`config.mk`:
```
export PLATFORM = sky130hd
export DESIGN_NAME = longest_prefix_route_lookup
export DESIGN_NICKNAME = d
export VERILOG_FILES = /design/src/hw/rtl/lprl_pkg.sv /design/src/hw/rtl/lprl_table.sv /design/src/hw/rtl/lprl_scan.sv /design/src/hw/rtl/longest_prefix_route_lookup.sv
export SDC_FILE = /design/constraint.sdc
export NUM_CORES = 2
export LEC_CHECK = 0
export BUFFER_PORTS_ARGS = -buffer_cell sky130_fd_sc_hd__buf_2
export CAP_MARGIN = 20
export CORE_MARGIN = 4
export CORE_UTILIZATION = 45
export CTS_CLUSTER_SIZE = 14
export DETAILED_ROUTE_END_ITERATION = 12
export PLACE_DENSITY = 0.68
export REMOVE_ABC_BUFFERS = 1
export SYNTH_ARGS = -nofsm -noshare
export SYNTH_HDL_FRONTEND = slang
export SYNTH_SLANG_ARGS = --single-unit
```
`constraint.sdc`:
```
create_clock -name clk -period 8.2 [get_ports clk]
set_input_delay 0 -clock clk [delete_from_list [all_inputs] [get_ports clk]]
set_output_delay 0 -clock clk [all_outputs]
set_load 0.005 [all_outputs]
```
`src/hw/rtl/lprl_pkg.sv`:
```
// Package for the longest prefix route lookup block.
// Holds the action codes, the sequencer states and the route entry and result types.
// No dependencies.
package lprl_pkg;

  localparam int ADDR_W = 32;
  localparam int PORT_W = 2;
  localparam int SLOT_W = 4;

  localparam logic ACT_WRITE  = 1'b0;
  localparam logic ACT_LOOKUP = 1'b1;

  typedef enum logic [1:0] {
    ST_IDLE,
    ST_SCAN,
    ST_DRAIN,
    ST_DONE
  } scan_state_t;

  typedef struct packed {
    logic [ADDR_W-1:0] destination;
    logic [ADDR_W-1:0] mask;
    logic [ADDR_W-1:0] gateway;
    logic [PORT_W-1:0] port;
  } route_entry_t;

  typedef struct packed {
    logic              found;
    logic [ADDR_W-1:0] hop_gateway;
    logic [PORT_W-1:0] out_port;
  } route_result_t;

  typedef struct packed {
    logic         en;
    logic         valid;
    route_entry_t entry;
  } table_write_t;

endpackage

```
`src/hw/rtl/lprl_table.sv`:
```
// Route table storage: one memory of route entries and a valid bit per slot.
// Valid bits clear at reset; entries are undefined until written.
// Depends on lprl_pkg.
module lprl_table
  import lprl_pkg::*;
#(
  parameter int ENTRIES = 16,
  parameter int IDX_W   = 4
) (
  input  logic         clk,
  input  logic         rst,
  input  table_write_t wr,
  input  logic [IDX_W-1:0] wr_addr,
  input  logic [IDX_W-1:0] rd_addr,
  output route_entry_t rd_entry,
  output logic         rd_valid
);

  route_entry_t mem [ENTRIES];
  logic [ENTRIES-1:0] valid;

  always_ff @(posedge clk) begin
    if (wr.en) begin
      mem[wr_addr] <= wr.entry;
    end
    rd_entry <= mem[rd_addr];
  end

  always_ff @(posedge clk) begin
    if (rst) begin
      valid    <= '0;
      rd_valid <= 1'b0;
    end else begin
      if (wr.en) begin
        valid[wr_addr] <= wr.valid;
      end
      rd_valid <= valid[rd_addr];
    end
  end

endmodule

```
`src/hw/rtl/lprl_scan.sv`:
```
// Lookup sequencer: walks the table one slot per cycle through a shared compare unit
// and keeps the best match so far. Depends on lprl_pkg.
module lprl_scan
  import lprl_pkg::*;
#(
  parameter int ENTRIES = 16,
  parameter int IDX_W   = 4
) (
  input  logic              clk,
  input  logic              rst,
  input  logic              start,
  input  logic [ADDR_W-1:0] lookup_address,
  input  logic              out_free,
  input  route_entry_t      rd_entry,
  input  logic              rd_valid,
  output logic [IDX_W-1:0]  rd_addr,
  output logic              idle,
  output logic              res_valid,
  output route_result_t     result
);

  localparam logic [IDX_W-1:0] LAST = IDX_W'(ENTRIES - 1);

  scan_state_t state, state_next;
  logic [IDX_W-1:0] ridx;
  logic eval;
  logic [ADDR_W-1:0] addr;
  logic [ADDR_W-1:0] best;
  logic hit;
  logic [ADDR_W-1:0] gw;
  logic [PORT_W-1:0] port;
  logic take;

  always_comb begin
    state_next = state;
    case (state)
      ST_IDLE:  if (start) state_next = ST_SCAN;
      ST_SCAN:  if (ridx == LAST) state_next = ST_DRAIN;
      ST_DRAIN: state_next = ST_DONE;
      ST_DONE:  if (out_free) state_next = ST_IDLE;
      default:  state_next = ST_IDLE;
    endcase
  end

  always_comb begin
    idle      = (state == ST_IDLE);
    res_valid = (state == ST_DONE);
    rd_addr   = ridx;
    result.found       = hit;
    result.hop_gateway = gw;
    result.out_port    = port;
  end

  assign take = eval && rd_valid
             && (((addr ^ rd_entry.destination) & rd_entry.mask) == '0)
             && ((rd_entry.mask & best) == best);

  always_ff @(posedge clk) begin
    if (rst) begin
      state <= ST_IDLE;
      ridx  <= '0;
      eval  <= 1'b0;
    end else begin
      state <= state_next;
      eval  <= (state == ST_SCAN);
      if (state == ST_SCAN) begin
        ridx <= ridx + 1'b1;
      end else begin
        ridx <= '0;
      end
    end
  end

  always_ff @(posedge clk) begin
    if (state == ST_IDLE && start) begin
      addr <= lookup_address;
      best <= '0;
      hit  <= 1'b0;
      gw   <= '0;
      port <= '0;
    end else if (take) begin
      best <= rd_entry.mask;
      hit  <= 1'b1;
      gw   <= rd_entry.gateway;
      port <= rd_entry.port;
    end
  end

endmodule

```
`src/hw/rtl/longest_prefix_route_lookup.sv`:
```
// Top level of the longest prefix route lookup block.
// Instantiates lprl_table and lprl_scan; depends on lprl_pkg.
//
// The input stream carries one word per item; s_tuser selects a table write or a
// lookup. A write gives no result and leaves the input ready. Writes with a slot
// index at or beyond ENTRIES or a port at or beyond PORTS are dropped. A lookup
// scans every slot, one slot per cycle through a single compare unit, and passes
// through the scan, drain and done states before its result word is loaded into
// the output register; the input is not ready while it is in those states.
// The input is ready again in the same cycle that the result word is in the output
// register, so a new lookup is not taken before the last one is through.
// The result of a lookup is one word on the output stream. When the receiver
// stalls, the result waits in the output register; a following write is still
// taken, but a new lookup holds in its done state until the register frees.
// Reset clears all valid marks, so the table starts empty and every lookup
// reports no match until routes are written. No clearing pass is needed.
module longest_prefix_route_lookup
  import lprl_pkg::*;
#(
  parameter int ENTRIES = 16,
  parameter int PORTS   = 4
) (
  input  logic         clk,
  input  logic         rst,
  input  logic         s_tvalid,
  output logic         s_tready,
  // slot_index[3:0], slot_valid[4], slot_destination[36:5], slot_mask[68:37],
  // slot_gateway[100:69], slot_port[102:101], lookup_address[134:103], zero[135]
  input  logic [135:0] s_tdata,
  // action[0]
  input  logic [0:0]   s_tuser,
  output logic         m_tvalid,
  input  logic         m_tready,
  // found[0], hop_gateway[32:1], out_port[34:33], zero[39:35]
  output logic [39:0]  m_tdata
);

  localparam int IDX_W = (ENTRIES > 1) ? $clog2(ENTRIES) : 1;

  logic accept;
  logic scan_idle;
  logic res_valid;
  logic out_free;
  logic [SLOT_W-1:0] slot_index;
  logic [PORT_W-1:0] slot_port;
  logic slot_ok;
  table_write_t wr;
  logic [IDX_W-1:0] rd_addr;
  route_entry_t rd_entry;
  logic rd_valid;
  route_result_t result;

  assign s_tready   = scan_idle;
  assign accept     = s_tvalid && s_tready;
  assign out_free   = !m_tvalid || m_tready;
  assign slot_index = s_tdata[3:0];
  assign slot_port  = s_tdata[102:101];
  assign slot_ok    = (int'(slot_index) < ENTRIES) && (int'(slot_port) < PORTS);

  always_comb begin
    wr.en                = accept && (s_tuser[0] == ACT_WRITE) && slot_ok;
    wr.valid             = s_tdata[4];
    wr.entry.destination = s_tdata[36:5];
    wr.entry.mask        = s_tdata[68:37];
    wr.entry.gateway     = s_tdata[100:69];
    wr.entry.port        = slot_port;
  end

  lprl_table #(
    .ENTRIES(ENTRIES),
    .IDX_W  (IDX_W)
  ) u_table (
    .clk     (clk),
    .rst     (rst),
    .wr      (wr),
    .wr_addr (IDX_W'(slot_index)),
    .rd_addr (rd_addr),
    .rd_entry(rd_entry),
    .rd_valid(rd_valid)
  );

  lprl_scan #(
    .ENTRIES(ENTRIES),
    .IDX_W  (IDX_W)
  ) u_scan (
    .clk           (clk),
    .rst           (rst),
    .start         (accept && (s_tuser[0] == ACT_LOOKUP)),
    .lookup_address(s_tdata[134:103]),
    .out_free      (out_free),
    .rd_entry      (rd_entry),
    .rd_valid      (rd_valid),
    .rd_addr       (rd_addr),
    .idle          (scan_idle),
    .res_valid     (res_valid),
    .result        (result)
  );

  always_ff @(posedge clk) begin
    if (rst) begin
      m_tvalid <= 1'b0;
    end else if (out_free) begin
      m_tvalid <= res_valid;
    end
  end

  always_ff @(posedge clk) begin
    if (out_free && res_valid) begin
      m_tdata <= {5'b0, result.out_port, result.hop_gateway, result.found};
    end
  end

endmodule

```
# Word-level counts from Yosys, hierarchy flattened

Memory sizes are Yosys's and may differ from the RTL's. A register that Yosys moved wholly into a read port is not among the register bits.
Cells that the tools add are included.

Output and inout port bits: 42
Register bits: 159
Memory bits (writable): 1568
Word-level logic and storage cells: 56
Input port bits: 141
Memories: 1

Eq/ne operators: 8
$lt $le $gt $ge: 3
Bitwise logic cells: 5
Multiplexer cells: 11
Add/subtract/negate cells: 1
Reductions and logical operators: 15

Memory list:

| name        | words | bits a word | rd ports | clocked after Yosys merged registers in | write ports | line             | source |
|---|---|---|---|---|---|---|---|
| u_table.mem | 16    | 98          | 1        | 1                                       | 1           | lprl_table.sv:19 | `route_entry_t mem [ENTRIES];` |

Operator list:

| operator                                                                | number |
|---|---|
| 32-bit bitwise AND                                                      | 2 |
| 32-bit == test                                                          | 1 |
| 32-bit logical NOT                                                      | 1 |
| 32-bit bitwise XOR                                                      | 1 |
| 16-bit bitwise mux                                                      | 1 |
| 4-bit by 5-bit < comparator with 1-bit output, second input constant    | 2 |
| 1-bit logical AND                                                       | 9 |
| 2-bit one-hot mux with 4 select lines                                   | 1 |
| 2-bit 2-to-1 mux                                                        | 3 |
| 2-bit by 1-bit inequality test with 1-bit output, second input constant | 3 |
| 4-bit by 1-bit adder with 4-bit output, second input constant           | 1 |
| 1-bit binary-select mux with 4-bit select                               | 1 |
| 1-bit demux with 4-bit select                                           | 1 |
| 2-bit == test, second input constant                                    | 2 |
| 4-bit == test, second input constant                                    | 1 |
| 4-bit by 1-bit >= comparator with 1-bit output, second input constant   | 1 |
| 1-bit 2-to-1 mux                                                        | 4 |
| 3-bit AND reduction                                                     | 1 |
| 2-bit by 1-bit == test with 1-bit output, second input constant         | 1 |
| 2-bit logical NOT                                                       | 1 |
| 1-bit NOT                                                               | 2 |
| 2-bit OR reduction                                                      | 1 |
| 1-bit logical NOT                                                       | 1 |
| 1-bit logical OR                                                        | 1 |

# Longest topological paths before layout

Depth after elaboration: 5
Gate-level depth with buffers: 8
Gate-level depth less buffers: 8

# Hierarchy

From an unflattened synthesis, not the netlist that was laid out.

Cells, all modules: 3017
Area, all modules: 66936.7 µm²

Modules (own cells, without submodules):

| module                      | area an instance (µm²) | times used | seq. area each (µm²) | cells an instance |
|---|---|---|---|---|
| lprl_table                  | 61142.4                | 1          | 49387.4              | 2491 |
| lprl_scan                   | 4633.2                 | 1          | 2442.3               | 477 |
| longest_prefix_route_lookup | 1161.1                 | 1          | 1071.0               | 49 |

# Least setup slack after synthesis

No wires, ideal clock.

Path type: register to register
Start: register u_scan.state[0]
End: register u_table.valid[0]
Required time: 8.072 ns
Period minus slack after synthesis: 8.717 ns
Slack: -0.517 ns
Data arrival time: 8.589 ns
Stages on the path, launching flop included: 9
Library setup time: 0.128 ns
Path buffers: 1
Path through: dfxtp_1 -> inv_1 -> ha_1 -> nand2_1 -> or4_1 -> clkbuf_1 -> nor3_1 -> mux2i_1 -> nor2_1

Longest elaborated chain between the ends: 3

Ends and longest elaborated chain:

| element                        | line                              | source |
|---|---|---|
| start: declaration             | lprl_scan.sv:24                   | `scan_state_t state, state_next;` |
| start signal: assignment       | lprl_scan.sv:64                   | `state <= state_next;` |
| 2-bit logical NOT              | lprl_scan.sv:46                   | `idle = (state == ST_IDLE);` |
| named net s_tready             | longest_prefix_route_lookup.sv:26 | `output logic s_tready,` |
| 1-bit logical AND              | longest_prefix_route_lookup.sv:54 | `assign accept = s_tvalid && s_tready;` |
| 1-bit logical AND              | longest_prefix_route_lookup.sv:61 | `wr.en = accept && (s_tuser[0] == ACT_WRITE) && slot_ok;` |
| end signal: indexed assignment | lprl_table.sv:35                  | `valid[wr_addr] <= wr.valid;` |
| end: declaration               | lprl_table.sv:20                  | `logic [ENTRIES-1:0] valid;` |

The timed path passes the listed nets, and every way through them passes these cells.
A chain may end at the register's enable or synchronous reset.

# Worst setup path in the final report

Start: register u_scan.state[0]
End: memory u_table.mem[12][17] in the netlist's numbering, enable pin

Longest elaborated chain between the ends: 5

Ends and longest elaborated chain:

| element                                | line                              | source |
|---|---|---|
| 2-bit logical NOT                      | lprl_scan.sv:46                   |  |
| 1-bit logical AND                      | longest_prefix_route_lookup.sv:54 |  |
| 1-bit logical AND                      | longest_prefix_route_lookup.sv:61 |  |
| 1-bit 2-to-1 mux                       | lprl_table.sv:23                  | `if (wr.en) begin` |
| 1-bit 2-to-1 mux (implied by the code) | lprl_table.sv:24                  | `mem[wr_addr] <= wr.entry;` |
| end: declaration                       | lprl_table.sv:19                  |  |

Every way passes these cells.

==> impl_metrics.sql <==
INSERT INTO impl_metrics (metric_group, metric, value, unit) VALUES
('place', 'hpwlAfterDp', '73400', 'um'),
('synth', 'synth_top_flop_cell', 'edfxtp_1', ''),
('power_and_ir_drop', 'max-vdd-ir-drop', '0.000227', 'V'),
('sta', 'drv_slew', '0', ''),
('synth', 'synth_sequential_area_ratio', '78.8', '%'),
('synth', 'warnings_synthesis', '0', ''),
('cts', 'clock_tree.buffer_depth', '3', ''),
('critical_path', 'cp.required', '8.60', 'ns'),
('cts', 'htree_levels', '4', ''),
('cts', 'sinks_on_the_clock_net', '1825', ''),
('synth', 'asyncSetResetFlopFracSynth', '0', '%'),
('critical_path', 'timing.setup.critical_path_class', 'register to register', ''),
('detailed_routing', 'post_drt_wl_per_cell', '28.9', 'um'),
('cts', 'cts_tree', 'done', ''),
('synth', 'number_of_synthesized_flops_with_an_enable_pin', '1635', ''),
('detailed_routing', 'drt_iter0_drc', '3896', ''),
('sta', 'timing.final.ws_setup', '4.59', 'ns'),
('sta', 'finalClockSkew', '0.0213', 'ns'),
('cts', 'clock_tree.root_cell', 'clkbuf_16', ''),
('sta', 'setup_viol', '0', ''),
('cells_and_area', 'share_of_cells_above_drive_strength_1', '28.8', '%'),
('floorplan', 'initial_utilization', '45.4', '%'),
('floorplan', 'coreArea', '148000', 'sq um'),
('cts', 'post-cts-setup-buffers', '0', ''),
('synth', 'synth_area_leaders', 'edfxtp_1, mux4_2, dfxtp_1', ''),
('cells_and_area', 'final_core_utilization', '52.5', '%'),
('detailed_routing', 'drt_drc_violations_left', '0', ''),
('global_routing', 'grt_use_total', '20.0', '%'),
('synth', 'synth.distinct_cells', '42', ''),
('cts', 'numCtsBuffers', '176', ''),
('detailed_routing', 'num_vias', '31859', ''),
('cells_and_area', 'area_growth_syn_to_layout', '15.7', '%'),
('power_and_ir_drop', 'power_report.internal_total', '15.5', 'mW'),
('synth', 'post_synth_most_frequent_cells', 'edfxtp_1, mux4_2, dfxtp_1, clkbuf_1, a21oi_1', ''),
('synth', 'synthesis.area', '67200', 'sq um'),
('sta', 'worst_slew_pin_slew', '1.09', 'ns'),
('sta', 'max_clock_freq', '277', 'MHz'),
('power_and_ir_drop', 'cellPowerDensity', '255', 'nW/um^2'),
('worst_hold_path', 'path_class_of_the_lowest_slack_min_delay_path', 'primary input to register', ''),
('sta', 'slew_headroom', '27.3', '%'),
('global_routing', 'grt_max_degree', '122', ''),
('sta', 'final_worst_path_cycle_share', '44.0', '%'),
('global_routing', 'grt_pass1_wl', '228000', 'um'),
('cts', 'clkSlewWorstSetupHoldPaths', '0.06', 'ns'),
('synth', 'yosysTopAreaCell', 'edfxtp_1', ''),
('global_routing', 'grt_antenna_before_repair', '17', ''),
('detailed_routing', 'detail_route.first_pass.iterations', '6', ''),
('detailed_routing', 'viasPerCell', '5.91', ''),
('critical_path', 'timing.critical_path.slowest_stage_cell', 'buf_4', ''),
('place', 'port_buffers', '176', ''),
('place', 'dp_slack', '4.54', 'ns'),
('floorplan', 'i_o_pin_total', '183', ''),
('sta', 'final.min_clock_period', '3.61', 'ns'),
('cts', 'clkLatencyLatePin', '0.79', 'ns'),
('job', 'max_cap_violations', '0', ''),
('critical_path', 'critical_path_at', '4.00', 'ns'),
('floorplan', 'die_h', '394', 'um'),
('critical_path', 'timing.critical_path.max_delay_family', 'simple AND/OR/NAND/NOR gates', ''),
('floorplan', 'floorplan_die_area', '156000', 'sq um'),
('sta', 'report.final.hold_viol_count', '0', ''),
('critical_path', 'timing.critical_path.buf_inv', '2', ''),
('run_status', 'status', 'complete, no violations', ''),
('detailed_routing', 'postRouteAntennaNets', '0', ''),
('detailed_routing', 'route.final.wire_length', '156000', 'um'),
('global_routing', 'vias_in_the_first_global_route', '32575', ''),
('critical_path', 'crit_chain', 'inv_1 > ha_1 > nand2_1 > or4_1 > nor2_4 > buf_4', ''),
('synth', 'ys_ff_latch', '1825', ''),
('global_routing', 'grt_overflow', '0', ''),
('power_and_ir_drop', 'power', '19.8', 'mW'),
('critical_path', 'critical-path-max-stage-delay', '0.91', 'ns'),
('power_and_ir_drop', 'power.net_switching', '4.32', 'mW');
-- final cells by class --
cell class / count / area, sq um
sequential: 1825 / 52900
multi-input combinational: 889 / 13700
antenna: 9 / 22.5
fill: 11144 / 70300
inverter: 15 / 58.8
timing repair buffer: 391 / 3130
clock buffer: 255 / 4920
tap: 1930 / 2410
clock inverter: 74 / 562
-- layer usage --
metal / GRT usage [%] / share of wire (%) / up-vias
met5: 0 / 0.035 / -
met4: 5.16 / 2.0 / 8
met3: 3.44 / 7.3 / 232
met1: 29.9 / 43 / 17214
li1: - / - / 13071
met2: 31.0 / 48 / 1334
-- state kept, by name (all words and copies together) (netlist names) --
signal and flops:
u_scan.gw 32, m_tvalid 1, u_scan.state 2, u_table.rd_entry 98, u_scan.hit 1, u_table.mem 1568, u_scan.best 32, u_table.valid 16
u_table.rd_valid 1, m_tdata 35, u_scan.rd_addr 4, u_scan.eval 1, u_scan.port 2, u_scan.addr 32
-- per-stage QoR --
stage	std cells	cell area, sq um	TNS, ns	hold slack (ns)
2_1_floorplan	2729	66500	-1089.93	0.0691
3_3_place_gp	4880	70500	0	0.179
3_5_place_dp	4880	70500	0	0.178
4_1_cts	5379	77700	0	0.00329
5_1_grt	5379	77700	0	0.0498
6_report	5388	77700	0	0.0452
-- what timing repair did --
| item | 4_1_cts | 5_1_grt |
|---|---|---|
| hold buffers | 170 | 0 |
| resized for setup | 0 | 0 |
| hold endpoints to repair | 1650 | 0 |
-- worst paths after layout --
| check | from | endpoint | slack (ns) | cells after the start |
|---|---|---|---|---|
| max | u_scan.state[0]$_SDFFE_PP0P_ | u_table.mem[12][17]$_DFFE_PP_ | 4.59 | 6 |
| min | s_tdata[115] | u_scan.addr[12]$_DFFE_PP_ | 0.05 | 2 |
| max reg2reg | u_scan.state[0]$_SDFFE_PP0P_ | u_table.mem[12][17]$_DFFE_PP_ | 4.59 | 6 |
| min reg2reg | u_scan.gw[28]$_SDFFE_PP0P_ | m_tdata[29]$_DFFE_PP_ | 0.42 | 0 |
-- power groups by stage --
stage	clock [mW]	sequential, mW	combinational, mW
global route	8.23	10.5	1.80
CTS	7.83	10.5	1.71
detailed placement	0	10.7	1.63
finish	7.69	10.5	1.67
global placement	0	10.7	1.61
floorplan	0	10.8	1.70
-- cells by family after synthesis --
family	Yosys count	synth area share (%)
muxes	499	16.7
other	1	0.00558
buffers and inverters	176	1.13
DFF	1825	78.8
and+or+nand+nor	160	1.34
xor gates and xnor gates	34	0.443
AOI/OAI and AO/OA	185	1.55
adders and majority gates	6	0.112
-- placed cells by master, fill, tap and decap left out, drive strengths merged, types with 17 or more instances in the layout --
master / synthesis / layout
a21oi: 79 / 79
buf: 60 / 221
clkbuf: 101 / 255
clkinv: 0 / 59
dfxtp: 190 / 190
dlygate4sd3: 0 / 170
edfxtp: 1635 / 1635
inv: 15 / 24
mux4: 495 / 495
nand2: 17 / 17
nand4: 70 / 70
nor2: 29 / 29
nor2b: 24 / 24
o21ai: 79 / 79
xor2: 32 / 32
Note: power is estimated with default switching activity, not from simulation.
